===== config.mk =====
export PLATFORM = sky130hd
export DESIGN_NAME = venturi_flow_volume_integrator_core
export DESIGN_NICKNAME = d
export VERILOG_FILES = /design/src/rtl/vfvi_pkg.sv /design/src/rtl/vfvi_front.sv /design/src/rtl/vfvi_queue.sv /design/src/rtl/vfvi_sqrt.sv /design/src/rtl/vfvi_back.sv /design/src/rtl/venturi_flow_volume_integrator_core.sv
export SDC_FILE = /design/constraint.sdc
export NUM_CORES = 2
export LEC_CHECK = 0
export BUFFER_PORTS_ARGS = -buffer_cell sky130_fd_sc_hd__buf_2
export CORE_MARGIN = 2
export CORE_UTILIZATION = 65
export DETAILED_ROUTE_END_ITERATION = 12
export PLACE_DENSITY = 0.84
export SLEW_MARGIN = 20
export SYNTH_ARGS = -nofsm -noshare
export SYNTH_HDL_FRONTEND = slang
export SYNTH_SLANG_ARGS = --single-unit

===== constraint.sdc =====
create_clock -name clk -period 27 [get_ports clk]
set_input_delay 2.7 -clock clk [delete_from_list [all_inputs] [get_ports clk]]
set_output_delay 2.7 -clock clk [all_outputs]
set_load 0.01 [all_outputs]

===== src/rtl/vfvi_pkg.sv =====
// Shared widths, types and codes of the venturi flow volume integrator.
`default_nettype none

package vfvi_pkg;

    // Fixed-point format of the square root and the flow
    localparam int FRACTION_BITS = 8;

    // Field widths
    localparam int BYTE_W  = 8;
    localparam int P_W     = 14;
    localparam int TIME_W  = 32;
    localparam int SCALE_W = 16;
    localparam int FLOW_W  = 20;
    localparam int DZ_W    = 16;
    localparam int VOL_W   = 48;
    localparam int SUM_W   = 64;

    // Square root: radicand is the pressure shifted up by two fraction fields
    localparam int RAD_W     = P_W + 2 * FRACTION_BITS;
    localparam int ROOT_W    = RAD_W / 2;
    localparam int SQ_CNT_W  = $clog2(ROOT_W);

    // Flow datapath
    localparam int PROD_W = ROOT_W + SCALE_W;
    localparam int BASE_W = PROD_W - FRACTION_BITS;
    localparam int RAW_W  = BASE_W + 2;
    localparam int INC_W  = TIME_W + 1 + FLOW_W + 1;

    // Volume divide: 120 = 8 * 15, shift by 3 then one hex digit a step by 15
    localparam int DIV_SHIFT  = 3;
    localparam int DIGIT_W    = 4;
    localparam int DIGITS     = SUM_W / DIGIT_W;
    localparam int DIG_CNT_W  = $clog2(DIGITS);

    // Stream widths
    localparam int IN_W  = 2 * BYTE_W + TIME_W;
    localparam int OUT_W = 2 * FLOW_W + VOL_W;

    // Queue between front and back
    localparam int Q_DEPTH = 2;
    localparam int Q_PTR_W = $clog2(Q_DEPTH);
    localparam int Q_CNT_W = $clog2(Q_DEPTH + 1);

    // Configuration port
    localparam int CFG_IDX_W  = 2;
    localparam int CFG_DATA_W = 20;
    localparam logic [CFG_IDX_W-1:0] CFG_FLOW_SCALE  = 2'd0;
    localparam logic [CFG_IDX_W-1:0] CFG_ZERO_OFFSET = 2'd1;
    localparam logic [CFG_IDX_W-1:0] CFG_DEAD_ZONE   = 2'd2;
    localparam logic [SCALE_W-1:0]   FLOW_SCALE_RESET = 16'd2204;

    typedef struct packed {
        logic [SCALE_W-1:0] flow_scale;
        logic [FLOW_W-1:0]  zero_offset;
        logic [DZ_W-1:0]    dead_zone;
    } cfg_t;

    // One sample waiting for the back end
    typedef struct packed {
        logic [TIME_W-1:0] dt;
        logic [P_W-1:0]    pressure;
    } q_item_t;

    typedef struct packed {
        logic full;
        logic valid;
    } q_status_t;

    typedef enum logic [3:0] {
        BK_IDLE,
        BK_SQRT,
        BK_MUL,
        BK_FLOW,
        BK_DZ,
        BK_INC,
        BK_ACC,
        BK_ABS,
        BK_DIV,
        BK_OUT
    } back_state_t;

endpackage

`default_nettype wire


===== src/rtl/vfvi_front.sv =====
// Front end: accepts samples, masks the pressure and forms the elapsed time.
`default_nettype none

module vfvi_front
    import vfvi_pkg::*;
(
    input  wire logic             clk,
    input  wire logic             rst_n,
    input  wire logic             s_tvalid,
    output logic                  s_tready,
    input  wire logic [IN_W-1:0]  s_tdata,
    input  wire q_status_t        q_status,
    output logic                  push,
    output q_item_t               push_item
);

    logic [TIME_W-1:0] last_time_reg;
    logic [TIME_W-1:0] last_time_next;
    logic              started_reg;
    logic              started_next;
    logic [TIME_W-1:0] now;

    assign now      = s_tdata[IN_W-1:2*BYTE_W];
    assign s_tready = !q_status.full;
    assign push     = s_tvalid && s_tready;

    // Classify the sample: the first one after reset has no elapsed time
    always_comb
    begin
        push_item.pressure = {s_tdata[P_W-BYTE_W-1:0], s_tdata[2*BYTE_W-1:BYTE_W]};
        push_item.dt       = started_reg ? (now - last_time_reg) : '0;
        last_time_next     = last_time_reg;
        started_next       = started_reg;
        if (push)
        begin
            last_time_next = now;
            started_next   = 1'b1;
        end
    end

    // Hold the timestamp of the last accepted item
    always_ff @(posedge clk or negedge rst_n)
    begin
        if (!rst_n)
        begin
            last_time_reg <= '0;
            started_reg   <= 1'b0;
        end
        else
        begin
            last_time_reg <= last_time_next;
            started_reg   <= started_next;
        end
    end

endmodule

`default_nettype wire


===== src/rtl/vfvi_queue.sv =====
// Short queue that decouples the front end from the back end.
`default_nettype none

module vfvi_queue
    import vfvi_pkg::*;
(
    input  wire logic    clk,
    input  wire logic    rst_n,
    input  wire logic    push,
    input  wire q_item_t push_item,
    input  wire logic    pop,
    output q_item_t      head_item,
    output q_status_t    q_status
);

    q_item_t              entry_reg [Q_DEPTH];
    logic [Q_PTR_W-1:0]   wr_ptr_reg;
    logic [Q_PTR_W-1:0]   wr_ptr_next;
    logic [Q_PTR_W-1:0]   rd_ptr_reg;
    logic [Q_PTR_W-1:0]   rd_ptr_next;
    logic [Q_CNT_W-1:0]   count_reg;
    logic [Q_CNT_W-1:0]   count_next;
    logic                 do_push;
    logic                 do_pop;

    assign q_status.full  = (count_reg == Q_CNT_W'(Q_DEPTH));
    assign q_status.valid = (count_reg != '0);
    assign head_item      = entry_reg[rd_ptr_reg];
    assign do_push        = push && !q_status.full;
    assign do_pop         = pop && q_status.valid;

    // Advance pointers and fill count
    always_comb
    begin
        wr_ptr_next = wr_ptr_reg;
        rd_ptr_next = rd_ptr_reg;
        count_next  = count_reg;
        if (do_push)
        begin
            wr_ptr_next = (wr_ptr_reg == Q_PTR_W'(Q_DEPTH - 1)) ? '0 : wr_ptr_reg + 1'b1;
        end
        if (do_pop)
        begin
            rd_ptr_next = (rd_ptr_reg == Q_PTR_W'(Q_DEPTH - 1)) ? '0 : rd_ptr_reg + 1'b1;
        end
        if (do_push && !do_pop)
        begin
            count_next = count_reg + 1'b1;
        end
        else if (do_pop && !do_push)
        begin
            count_next = count_reg - 1'b1;
        end
    end

    always_ff @(posedge clk or negedge rst_n)
    begin
        if (!rst_n)
        begin
            wr_ptr_reg <= '0;
            rd_ptr_reg <= '0;
            count_reg  <= '0;
        end
        else
        begin
            wr_ptr_reg <= wr_ptr_next;
            rd_ptr_reg <= rd_ptr_next;
            count_reg  <= count_next;
        end
    end

    // Store the pushed item
    always_ff @(posedge clk)
    begin
        if (do_push)
        begin
            entry_reg[wr_ptr_reg] <= push_item;
        end
    end

endmodule

`default_nettype wire


===== src/rtl/vfvi_sqrt.sv =====
// Bit-serial integer square root, one root bit per cycle.
`default_nettype none

module vfvi_sqrt
    import vfvi_pkg::*;
(
    input  wire logic              clk,
    input  wire logic              rst_n,
    input  wire logic              start,
    input  wire logic [RAD_W-1:0]  radicand,
    output logic                   done,
    output logic [ROOT_W-1:0]      root
);

    logic [RAD_W-1:0]    rad_reg;
    logic [ROOT_W:0]     rem_reg;
    logic [ROOT_W-1:0]   root_reg;
    logic [SQ_CNT_W-1:0] cnt_reg;
    logic                busy_reg;
    logic                done_reg;
    logic [ROOT_W+2:0]   cand;
    logic [ROOT_W+2:0]   trial;
    logic [ROOT_W+2:0]   diff;
    logic                take;

    assign done = done_reg;
    assign root = root_reg;

    // Try to subtract 4*root+1 from the remainder with the next two bits
    assign cand  = {rem_reg, rad_reg[RAD_W-1 -: 2]};
    assign trial = {1'b0, root_reg, 2'b01};
    assign diff  = cand - trial;
    assign take  = (cand >= trial);

    // Control: run ROOT_W steps, then flag done for one cycle
    always_ff @(posedge clk or negedge rst_n)
    begin
        if (!rst_n)
        begin
            busy_reg <= 1'b0;
            done_reg <= 1'b0;
            cnt_reg  <= '0;
        end
        else
        begin
            done_reg <= 1'b0;
            if (start)
            begin
                busy_reg <= 1'b1;
                cnt_reg  <= '0;
            end
            else if (busy_reg)
            begin
                cnt_reg <= cnt_reg + 1'b1;
                if (cnt_reg == SQ_CNT_W'(ROOT_W - 1))
                begin
                    busy_reg <= 1'b0;
                    done_reg <= 1'b1;
                end
            end
        end
    end

    // Datapath: shift in two radicand bits and one root bit per step
    always_ff @(posedge clk)
    begin
        if (start)
        begin
            rad_reg  <= radicand;
            rem_reg  <= '0;
            root_reg <= '0;
        end
        else if (busy_reg)
        begin
            rad_reg <= rad_reg << 2;
            if (take)
            begin
                rem_reg  <= diff[ROOT_W:0];
                root_reg <= {root_reg[ROOT_W-2:0], 1'b1};
            end
            else
            begin
                rem_reg  <= cand[ROOT_W:0];
                root_reg <= {root_reg[ROOT_W-2:0], 1'b0};
            end
        end
    end

endmodule

`default_nettype wire


===== src/rtl/vfvi_back.sv =====
// Back end: flow from the root, trapezoid integration and volume divide.
`default_nettype none

module vfvi_back
    import vfvi_pkg::*;
(
    input  wire logic              clk,
    input  wire logic              rst_n,
    input  wire cfg_t              cfg,
    input  wire q_status_t         q_status,
    input  wire q_item_t           head_item,
    output logic                   pop,
    output logic                   out_valid,
    input  wire logic              out_ready,
    output logic [FLOW_W-1:0]      out_raw_flow,
    output logic [FLOW_W-1:0]      out_flow,
    output logic [VOL_W-1:0]       out_volume
);

    localparam logic signed [RAW_W-1:0] RAW_MAX = RAW_W'((2 ** (FLOW_W - 1)) - 1);
    localparam logic signed [RAW_W-1:0] RAW_MIN = -RAW_W'(2 ** (FLOW_W - 1));
    localparam logic [SUM_W-1:0] VOL_LIMIT = SUM_W'(1) << (VOL_W - 1);
    localparam logic [VOL_W-1:0] VOL_MAX   = {1'b0, {(VOL_W-1){1'b1}}};
    localparam logic [VOL_W-1:0] VOL_MIN   = {1'b1, {(VOL_W-1){1'b0}}};
    localparam logic [SUM_W-1:0] SUM_MAX   = {1'b0, {(SUM_W-1){1'b1}}};
    localparam logic [SUM_W-1:0] SUM_MIN   = {1'b1, {(SUM_W-1){1'b0}}};

    // One quotient digit of x / 15 for x below 240
    function automatic logic [DIGIT_W-1:0] div15_digit(input logic [2*DIGIT_W-1:0] x);
        logic [12:0] t;
        t = (13'(x) + 13'd1) * 13'd17;
        return t[11:8];
    endfunction

    back_state_t         state_reg;
    back_state_t         state_next;
    logic                sqrt_start;
    logic                sqrt_done;
    logic [ROOT_W-1:0]   root;
    logic                out_free;
    logic                out_load;

    logic [TIME_W-1:0]   dt_reg;
    logic [PROD_W-1:0]   prod_reg;
    logic [FLOW_W-1:0]   raw_reg;
    logic [FLOW_W-1:0]   cur_reg;
    logic [INC_W-1:0]    inc_reg;
    logic [FLOW_W-1:0]   prev_flow_reg;
    logic [SUM_W-1:0]    volume_sum_reg;
    logic                neg_reg;
    logic [SUM_W-1:0]    dvd_reg;
    logic [DIGIT_W-1:0]  rem_reg;
    logic [SUM_W-1:0]    quot_reg;
    logic [DIG_CNT_W-1:0] dig_cnt_reg;

    logic                out_valid_reg;
    logic [FLOW_W-1:0]   out_raw_reg;
    logic [FLOW_W-1:0]   out_flow_reg;
    logic [VOL_W-1:0]    out_vol_reg;

    logic [BASE_W-1:0]       base;
    logic signed [RAW_W-1:0] raw_wide;
    logic [FLOW_W-1:0]       raw_sat;
    logic signed [FLOW_W:0]  raw_ext;
    logic [FLOW_W:0]         raw_mag;
    logic signed [FLOW_W:0]  flow_pair;
    logic signed [INC_W-1:0] inc_prod;
    logic [SUM_W:0]          sum_ext;
    logic [SUM_W-1:0]        sum_sat;
    logic [SUM_W-1:0]        sum_mag;
    logic [2*DIGIT_W-1:0]    dig_x;
    logic [DIGIT_W-1:0]      dig_q;
    logic [2*DIGIT_W-1:0]    dig_rem;
    logic [VOL_W-1:0]        vol;

    vfvi_sqrt u_sqrt
    (
        .clk      (clk),
        .rst_n    (rst_n),
        .start    (sqrt_start),
        .radicand ({head_item.pressure, {(2*FRACTION_BITS){1'b0}}}),
        .done     (sqrt_done),
        .root     (root)
    );

    assign out_free     = !out_valid_reg || out_ready;
    assign out_valid    = out_valid_reg;
    assign out_raw_flow = out_raw_reg;
    assign out_flow     = out_flow_reg;
    assign out_volume   = out_vol_reg;

    // Sequence one item through the datapath
    always_comb
    begin
        state_next = state_reg;
        pop        = 1'b0;
        sqrt_start = 1'b0;
        out_load   = 1'b0;
        unique case (state_reg)
            BK_IDLE:
            begin
                if (q_status.valid)
                begin
                    pop        = 1'b1;
                    sqrt_start = 1'b1;
                    state_next = BK_SQRT;
                end
            end
            BK_SQRT:
            begin
                if (sqrt_done)
                begin
                    state_next = BK_MUL;
                end
            end
            BK_MUL:  state_next = BK_FLOW;
            BK_FLOW: state_next = BK_DZ;
            BK_DZ:   state_next = BK_INC;
            BK_INC:  state_next = BK_ACC;
            BK_ACC:  state_next = BK_ABS;
            BK_ABS:  state_next = BK_DIV;
            BK_DIV:
            begin
                if (dig_cnt_reg == DIG_CNT_W'(DIGITS - 1))
                begin
                    state_next = BK_OUT;
                end
            end
            BK_OUT:
            begin
                if (out_free)
                begin
                    out_load   = 1'b1;
                    state_next = BK_IDLE;
                end
            end
            default: state_next = BK_IDLE;
        endcase
    end

    always_ff @(posedge clk or negedge rst_n)
    begin
        if (!rst_n)
        begin
            state_reg <= BK_IDLE;
        end
        else
        begin
            state_reg <= state_next;
        end
    end

    // Offset-corrected flow, saturated to the flow range
    always_comb
    begin
        base     = prod_reg[PROD_W-1:FRACTION_BITS];
        raw_wide = $signed({2'b00, base})
                 - $signed({{(RAW_W-FLOW_W){cfg.zero_offset[FLOW_W-1]}}, cfg.zero_offset});
        priority if (raw_wide > RAW_MAX)
        begin
            raw_sat = RAW_MAX[FLOW_W-1:0];
        end
        else if (raw_wide < RAW_MIN)
        begin
            raw_sat = RAW_MIN[FLOW_W-1:0];
        end
        else
        begin
            raw_sat = raw_wide[FLOW_W-1:0];
        end
    end

    // Magnitude for the dead zone, trapezoid increment, saturating sum
    always_comb
    begin
        raw_ext   = $signed({raw_reg[FLOW_W-1], raw_reg});
        raw_mag   = (raw_ext < 0) ? $unsigned(-raw_ext) : $unsigned(raw_ext);
        flow_pair = $signed({prev_flow_reg[FLOW_W-1], prev_flow_reg})
                  + $signed({cur_reg[FLOW_W-1], cur_reg});
        inc_prod  = $signed({1'b0, dt_reg}) * flow_pair;
        sum_ext   = {volume_sum_reg[SUM_W-1], volume_sum_reg}
                  + {{(SUM_W+1-INC_W){inc_reg[INC_W-1]}}, inc_reg};
        if (sum_ext[SUM_W] != sum_ext[SUM_W-1])
        begin
            sum_sat = sum_ext[SUM_W] ? SUM_MIN : SUM_MAX;
        end
        else
        begin
            sum_sat = sum_ext[SUM_W-1:0];
        end
        sum_mag = volume_sum_reg[SUM_W-1] ? (~volume_sum_reg + 1'b1) : volume_sum_reg;
    end

    // One hex digit of the divide by 15, then sign and saturate the volume
    always_comb
    begin
        dig_x   = {rem_reg, dvd_reg[SUM_W-1 -: DIGIT_W]};
        dig_q   = div15_digit(dig_x);
        dig_rem = dig_x - (2*DIGIT_W)'(dig_q) * (2*DIGIT_W)'(15);
        if (neg_reg)
        begin
            vol = (quot_reg >= VOL_LIMIT) ? VOL_MIN : (~quot_reg[VOL_W-1:0] + 1'b1);
        end
        else
        begin
            vol = (quot_reg >= VOL_LIMIT) ? VOL_MAX : quot_reg[VOL_W-1:0];
        end
    end

    // Integration state
    always_ff @(posedge clk or negedge rst_n)
    begin
        if (!rst_n)
        begin
            prev_flow_reg  <= '0;
            volume_sum_reg <= '0;
        end
        else if (state_reg == BK_ACC)
        begin
            prev_flow_reg  <= cur_reg;
            volume_sum_reg <= sum_sat;
        end
    end

    // Datapath stages, each loaded in its own state
    always_ff @(posedge clk)
    begin
        unique case (state_reg)
            BK_IDLE:
            begin
                if (pop)
                begin
                    dt_reg <= head_item.dt;
                end
            end
            BK_MUL:
            begin
                prod_reg <= PROD_W'(root) * PROD_W'(cfg.flow_scale);
            end
            BK_FLOW:
            begin
                raw_reg <= raw_sat;
            end
            BK_DZ:
            begin
                cur_reg <= (raw_mag < (FLOW_W+1)'(cfg.dead_zone)) ? '0 : raw_reg;
            end
            BK_INC:
            begin
                inc_reg <= inc_prod;
            end
            BK_ABS:
            begin
                neg_reg     <= volume_sum_reg[SUM_W-1];
                dvd_reg     <= sum_mag >> DIV_SHIFT;
                rem_reg     <= '0;
                quot_reg    <= '0;
                dig_cnt_reg <= '0;
            end
            BK_DIV:
            begin
                dvd_reg     <= dvd_reg << DIGIT_W;
                rem_reg     <= dig_rem[DIGIT_W-1:0];
                quot_reg    <= {quot_reg[SUM_W-DIGIT_W-1:0], dig_q};
                dig_cnt_reg <= dig_cnt_reg + 1'b1;
            end
            default:
            begin
            end
        endcase
    end

    // Output register: hold a result until it is taken
    always_ff @(posedge clk or negedge rst_n)
    begin
        if (!rst_n)
        begin
            out_valid_reg <= 1'b0;
        end
        else if (out_load)
        begin
            out_valid_reg <= 1'b1;
        end
        else if (out_ready)
        begin
            out_valid_reg <= 1'b0;
        end
    end

    always_ff @(posedge clk)
    begin
        if (out_load)
        begin
            out_raw_reg  <= raw_reg;
            out_flow_reg <= cur_reg;
            out_vol_reg  <= vol;
        end
    end

endmodule

`default_nettype wire


===== src/rtl/venturi_flow_volume_integrator_core.sv =====
// Top level of the venturi flow volume integrator with its configuration registers.
`default_nettype none

// Each input item carries two pressure bytes and a millisecond timestamp; each
// yields one result: offset-corrected flow, flow after the dead zone (both
// signed Q8 L/min) and the trapezoid-integrated volume (sum of dt*(prev+cur)
// divided by 120, truncated toward zero, saturated to 48 bits signed). The first
// item after reset integrates with dt = 0. A two-entry queue sits between the
// input and the compute sequencer, and a result register at the output, so input
// and output stall independently. The sequencer takes one item at a time, in order
// through queue pop, the bit-serial square root, scale multiply, offset, dead
// zone, increment multiply, accumulate, magnitude, the hex-digit divide by 15 and
// result load, which waits while the output register is full. Configuration writes
// take effect on the next clock edge and should be made only while no item is in
// flight.

module venturi_flow_volume_integrator_core
    import vfvi_pkg::*;
(
    input  wire logic                  clk,
    input  wire logic                  rst_n,
    // Input stream
    input  wire logic                  s_tvalid,
    output logic                       s_tready,
    // [7:0] pressure_high_byte, [15:8] pressure_low_byte, [47:16] time_ms
    input  wire logic [IN_W-1:0]       s_tdata,
    // Output stream
    output logic                       m_tvalid,
    input  wire logic                  m_tready,
    // [19:0] raw_flow, [39:20] flow, [87:40] volume
    output logic [OUT_W-1:0]           m_tdata,
    // Configuration write port
    input  wire logic                  cfg_we,
    input  wire logic [CFG_IDX_W-1:0]  cfg_index,
    input  wire logic [CFG_DATA_W-1:0] cfg_data
);

    cfg_t              cfg_reg;
    cfg_t              cfg_next;
    q_status_t         q_status;
    q_item_t           push_item;
    q_item_t           head_item;
    logic              push;
    logic              pop;
    logic [FLOW_W-1:0] out_raw_flow;
    logic [FLOW_W-1:0] out_flow;
    logic [VOL_W-1:0]  out_volume;

    // Decode configuration writes; unknown indexes are dropped
    always_comb
    begin
        cfg_next = cfg_reg;
        if (cfg_we)
        begin
            unique case (cfg_index)
                CFG_FLOW_SCALE:  cfg_next.flow_scale  = cfg_data[SCALE_W-1:0];
                CFG_ZERO_OFFSET: cfg_next.zero_offset = cfg_data[FLOW_W-1:0];
                CFG_DEAD_ZONE:   cfg_next.dead_zone   = cfg_data[DZ_W-1:0];
                default:
                begin
                end
            endcase
        end
    end

    always_ff @(posedge clk or negedge rst_n)
    begin
        if (!rst_n)
        begin
            cfg_reg.flow_scale  <= FLOW_SCALE_RESET;
            cfg_reg.zero_offset <= '0;
            cfg_reg.dead_zone   <= '0;
        end
        else
        begin
            cfg_reg <= cfg_next;
        end
    end

    vfvi_front u_front
    (
        .clk       (clk),
        .rst_n     (rst_n),
        .s_tvalid  (s_tvalid),
        .s_tready  (s_tready),
        .s_tdata   (s_tdata),
        .q_status  (q_status),
        .push      (push),
        .push_item (push_item)
    );

    vfvi_queue u_queue
    (
        .clk       (clk),
        .rst_n     (rst_n),
        .push      (push),
        .push_item (push_item),
        .pop       (pop),
        .head_item (head_item),
        .q_status  (q_status)
    );

    vfvi_back u_back
    (
        .clk          (clk),
        .rst_n        (rst_n),
        .cfg          (cfg_reg),
        .q_status     (q_status),
        .head_item    (head_item),
        .pop          (pop),
        .out_valid    (m_tvalid),
        .out_ready    (m_tready),
        .out_raw_flow (out_raw_flow),
        .out_flow     (out_flow),
        .out_volume   (out_volume)
    );

    // Pack the result fields, first field lowest
    assign m_tdata = {out_volume, out_flow, out_raw_flow};

endmodule

`default_nettype wire


# After elaboration in Yosys (flattened, before gate mapping)
# Memory sizes are Yosys's and may differ from the RTL's.
# Cells that the tools add are included.
[totals] ramBits=92 word_cells=143 output_inout_bits=90 register_bits=611 n_memories=1
[classes] bitwise_logic=2 n_mul=4 magnitude_cmp=6 n_eq_ne=19 add_sub_neg=16 muxes=42 n_reduce_logical=22
[memory_table] memory="u_queue.entry_reg" words=2 word_bits=46 read_ports=1 rd_ports_with_merged_regs=0 wr=1 line="vfvi_queue.sv:16" source="q_item_t entry_reg [Q_DEPTH];"
[ops] operator="64-bit one-hot mux with 2 select lines" count=2
[ops] operator="64-bit 2-to-1 mux" count=3
[ops] operator="48-bit 2-to-1 mux" count=3
[ops] operator="64-bit by 54-bit adder with 65-bit output" count=1
[ops] operator="64-bit by 1-bit adder with 64-bit output (second input constant)" count=1
[ops] operator="64-bit by 48-bit greater-or-equal comparator with 1-bit output (second input constant)" count=1
[ops] operator="64-bit inverter" count=1
[ops] operator="30-bit 2-to-1 mux" count=2
[ops] operator="33-bit by 21-bit multiplier with 54-bit output" count=1
[ops] operator="48-bit by 1-bit adder with 48-bit output (second input constant)" count=1
[ops] operator="48-bit inverter" count=1
[ops] operator="4-bit one-hot mux with 10 select lines" count=1
[ops] operator="32-bit 2-to-1 mux" count=1
[ops] operator="32-bit subtractor" count=1
[ops] operator="15-bit by 16-bit multiplier with 31-bit output" count=1
[ops] operator="25-bit by 20-bit > comparator with 1-bit output (second input constant)" count=1
[ops] operator="25-bit by 20-bit less-than comparator with 1-bit output (second input constant)" count=1
[ops] operator="24-bit by 20-bit subtractor with 25-bit output" count=1
[ops] operator="4-bit 2-to-1 mux" count=6
[ops] operator="20-bit by 20-bit adder with 21-bit output" count=1
[ops] operator="21-bit by 16-bit less-than comparator with 1-bit output" count=1
[ops] operator="21-bit 2-to-1 mux" count=1
[ops] operator="20-bit negation with 21-bit output" count=1
[ops] operator="20-bit by 1-bit less-than comparator with 1-bit output (second input constant)" count=1
[ops] operator="32 further kinds" count=76

# Logic depth before layout (Yosys ltp)
[logic_depth] word_depth=8 depth_mapped=41 mapped_depth_nobuf=40

# Modules after synthesis
# Synthesis repeated with hierarchy kept, for this count alone.
[unflattened] hier_cells=6856 area_unflattened_um2=67314.6
[by_module_without_submodules] mod="vfvi_back" instances=1 seq_area_each_um2=13457.9 area_per_inst_um2=54628.6 cells_each=5776
[by_module_without_submodules] mod="vfvi_sqrt" instances=1 seq_area_each_um2=1671.6 area_per_inst_um2=3694.8 cells_each=367
[by_module_without_submodules] mod="vfvi_queue" instances=1 seq_area_each_um2=2862.7 area_per_inst_um2=3643.5 cells_each=162
[by_module_without_submodules] mod="vfvi_front" instances=1 seq_area_each_um2=825.8 area_per_inst_um2=3388.2 cells_each=440
[by_module_without_submodules] mod="venturi_flow_volume_integrator_core" instances=1 seq_area_each_um2=1307.5 area_per_inst_um2=1959.4 cells_each=111

# Worst setup path after synthesis
# Ideal clock, no wire load.
[synth_path] path_type="reg2reg" startpoint="reg u_back.state_reg[0]" endpoint="reg u_back.state_reg[3]" period_less_slack_ps=11584 arrival_time_ps=11448 path_stages_with_launch=5 slack_ps=15416 required_ps=26864 path_cell_list="dfrtp_1 > clkbuf_1 > nand2_1 > o21ai_0 > mux2_2"
[synth_via] elab_chain_cells=3 elab_cells_between_ends=16 cone_classes="eq/ne: 13; mux: 1; reduce/logical: 2"
[synth_lines] item="start, declared" line="vfvi_back.sv:35" source="back_state_t state_reg;"
[synth_lines] item="start signal, assigned" line="vfvi_back.sv:149" source="state_reg <= state_next;"
[synth_lines] item="4-bit == test, or another cell as far along" line="vfvi_back.sv:99" source="unique case (state_reg)"
[synth_lines] item="2-bit by 1-bit inequality test with 1-bit output (no source line) or 2-bit inequality test (tied branches)"
[synth_lines] item="4-bit AND reduction (no source line)"
# Several ways; a longest one is shown, not always the timed one.
# A chain may end at the register's enable or synchronous reset.

# Final worst setup path
[layout_path] startpoint="reg u_back.cur_reg[0]" endpoint="reg u_back.inc_reg[53] (data pin)"
[layout_via] elab_chain_cells=2
[layout_lines] item="start, declared" line="vfvi_back.sv:46" source="logic [FLOW_W-1:0] cur_reg;"
[layout_lines] item="start signal, assigned" line="vfvi_back.sv:246" source="cur_reg <= (raw_mag < (FLOW_W+1)'(cfg.dead_zone)) ? '0 : raw_reg;"
[layout_lines] item="20-bit by 20-bit adder with 21-bit output" line="vfvi_back.sv:179" source="+ $signed({cur_reg[FLOW_W-1], cur_reg});"
[layout_lines] item="33-bit by 21-bit multiplier with 54-bit output" line="vfvi_back.sv:180" source="inc_prod = $signed({1'b0, dt_reg}) * flow_pair;"
[layout_lines] item="named net u_back.inc_prod[53]" line="vfvi_back.sv:67" source="logic signed [INC_W-1:0] inc_prod;"
[layout_lines] item="end signal, assigned" line="vfvi_back.sv:250" source="inc_reg <= inc_prod;"
[layout_lines] item="end, declared" line="vfvi_back.sv:47" source="logic [INC_W-1:0] inc_reg;"
# The timed path passes the listed nets, and every way through them passes these cells.

==> impl_metrics.csv <==
group,metric,value,unit
global_route,grt_pass1_vias,49900,
floorplan,die_w,321,µm
worst_setup_path,worstSetupEndpointType,"flip-flop",
final_layout,mostFrequentLayoutCell,"nand2_1",
clock_tree,cts_made_buffers,76,
worst_setup_path,start_kind,"flip-flop",
place,dp_hpwl,109000,µm
detailed_routing,drc,0,
clock_tree,clockBufferDepth,3,
clock_tree,cts_max_level,3,
global_route,grt_overflow,0,
timing,fmax,0.0872,GHz
synth,synth-edff-count,480,
floorplan,initial_core_util,65.4,%
global_route,grt_usage,30.2,%
global_route,antenna_found_initial,4,
synth,synth.top_cell.area_share,23.1,%
final_layout,fill_cells,6965,
timing,fin_crit_sh,42.5,%
clock_tree,cts_sinks,695,
synth,ys_ff_latch,695,
worst_setup_path,crit_type,"flip-flop to flip-flop",
final_layout,final_cell_mix,"nand2_1, inv_1, fa_1",
detailed_routing,wl_per_cell,18.9,µm
hold_path,min-delay-start,"u_back.prev_flow_reg[14]",
final_layout,drive_above_1_share,7.55,%
global_route,grt_max_degree,123,
clock_tree,cts_tree,"built",
final_layout,nNetsFinal,8001,
synth,synth_warnings,0,
detailed_routing,drt_iter0_drc,4360,
worst_setup_path,max_stage_delay,0.60,ns
synth,yosys.area.top_type,"fa_1",
timing,skew,0.0592,ns
floorplan,fp.dieH,321,µm
floorplan,core,0.0999,mm²
clock_tree,clk_latency,0.68,ns
synth,async_flop_share,26.5,%
floorplan,rows,116,
place,gp_congestion,0.906,
worst_setup_path,ff2ff_setup_slack,15.53,ns
detailed_routing,firstDrtPassIters,6,
clock_tree,cts_setup_buffers,0,
worst_setup_path,timing.rr.start,"u_back.cur_reg[0]",
worst_setup_path,cp.arrival,11.87,ns
synth,synth_area_leaders,"fa_1, edfxtp_1, ha_1",
timing,tightest_slew,1.24,ns
flow_run,drv_cap,0,
synth,netlist_instances,6705,
clock_tree,clockRootBuffer,"clkbuf_16",
synth,syn_area_per_cell,9.73,µm²
global_route,grt_pass1_wl,250000,µm
worst_setup_path,crit_buf_inv,3,
place,io_buffers,162,
synth,ys.flop_type,"edfxtp_1",
detailed_routing,ant_nets,0,
worst_setup_path,cpMostUsedCell,"fa_1",
floorplan,ios,165,
timing,setup_viol,0,
detailed_routing,routed_wl,152000,µm
hold_path,hold_class,"flip-flop to flip-flop",
synth,synth_cell_types,79,
worst_setup_path,cp_slowest_cell,"fa_1",
worst_setup_path,crit_fanout,33,
worst_setup_path,crit_family,"compound AO/OA/AOI/OAI gates",
worst_setup_path,crit_start,"u_back.cur_reg[0]",
synth,synth_nets,8014,
timing,final_max_slew_viol_count,0,
timing,setup-tns-final,0,ns
floorplan,die_area,0.103,mm²
final_layout,largest_reg_flops,92,
clock_tree,path_clk_slew,0.06,ns
clock_tree,ctsHoldBuffers,0,
timing,finalHoldViolCount,0,
detailed_routing,vias,47900,
detailed_routing,vias_per_cell,5.95,
worst_setup_path,cp.required,27.40,ns
synth,yosysSeqAreaShare,30.1,%
run_status,status,"finished, final reports clean",
final_layout,area_growth,7.13,%
timing,fin_crit,11.47,ns
clock_tree,cts_resized,0,
timing,slew_headroom,17.2,%
synth,synth_area,0.0653,mm²
timing,rsz0062_at_grt,"false",
synthesized netlist by cell type (22+ instances only):
master    count
a21oi_1     254
o31ai_1      40
o21bai_1     23
nand4_1      34
or3_1        49
nor3_1       65
a21o_1      107
or2_2        22
inv_1       983
nand2b_1     69
nor2b_1      31
xnor2_1     152
and2_1      334
edfxtp_1    480
a211oi_1     33
ha_1        482
xor2_1      153
dfrtp_1     179
o21ai_0     361
mux2_2       87
a31oi_1      29
nand2_1     995
o211ai_1     23
nor2_1      314
o21a_1       38
mux2i_1      45
dfxtp_1      31
nand3_1      52
fa_1        752
clkbuf_1    300
path summary, 6_finish.rpt:
| path | to | cells after the start |
|---|---|---|
| min reg2reg | u_back.prev_flow_reg[14] | 2 |
| max | u_back.inc_reg[53] | 35 |
| max reg2reg | u_back.inc_reg[53] | 35 |
| min in group asynchronous | u_back.volume_sum_reg[57] | 1 |
| max in group asynchronous | u_queue.rd_ptr_reg | 3 |
| min | u_back.prev_flow_reg[14] | 2 |
worst reg2reg max path: cells and delay by family, from the launching register on:
kind | cells | cell delay, ns
AO/OA/AOI/OAI | 18 | 4.92
adder cells (fa/ha/maj) | 10 | 4.72
buffers and inverters | 3 | 0.42
AND/OR/NAND/NOR | 3 | 0.62
multiplexers | 1 | 0.11
flip-flops | 1 | 0.42
cell families after synthesis:
group / Yosys count / synth area share, %
AO/OA/AOI/OAI: 1009 / 9.35
buffers and inverters: 1290 / 7.42
multiplexers: 132 / 2.19
adder cells (fa/ha/maj): 1239 / 32.4
XOR/XNOR: 305 / 4.09
AND/OR/NAND/NOR: 2035 / 14.5
flip-flops: 695 / 30.1
metal layers:
| metal | track usage [%] | vias to the layer above | share of wire (%) |
|---|---|---|---|
| met2 | 50.5 | 2092 | 48 |
| met3 | 6.35 | 505 | 8.9 |
| met5 | 0 | - | 0.025 |
| li1 | - | 21700 | - |
| met1 | 38.6 | 23600 | 39 |
| met4 | 12.1 | 6 | 4.0 |
final cells by class:
| type | count | area (µm²) | area share (%) |
|---|---|---|---|
| diodes | 1 | 2.50 | 0.00358 |
| clock inverters | 53 | 686 | 0.981 |
| flip-flops and latches | 695 | 19700 | 28.1 |
| multi-input cells | 4720 | 41000 | 58.7 |
| clock buffers | 89 | 2000 | 2.86 |
| repair buffers | 214 | 1230 | 1.76 |
| well taps | 1298 | 1620 | 2.32 |
| inverters | 985 | 3700 | 5.29 |
per-stage QoR:
step	worst slack (ns)	instances	cell area (µm²)	hold slack, ns	util [%]
CTS	15.74	8052	69900	0.478	70.0
finish	15.53	8055	69900	0.488	70.0
global route	15.03	8054	69900	0.499	70.0
global placement	16.11	7910	67200	0.466	67.3
floorplan	15.42	6705	65300	0.452	-
detailed placement	15.84	7910	67200	0.471	67.3
Power is not shown: default switching activity piles up to over one toggle a cycle in this logic, so the estimate is an artifact.
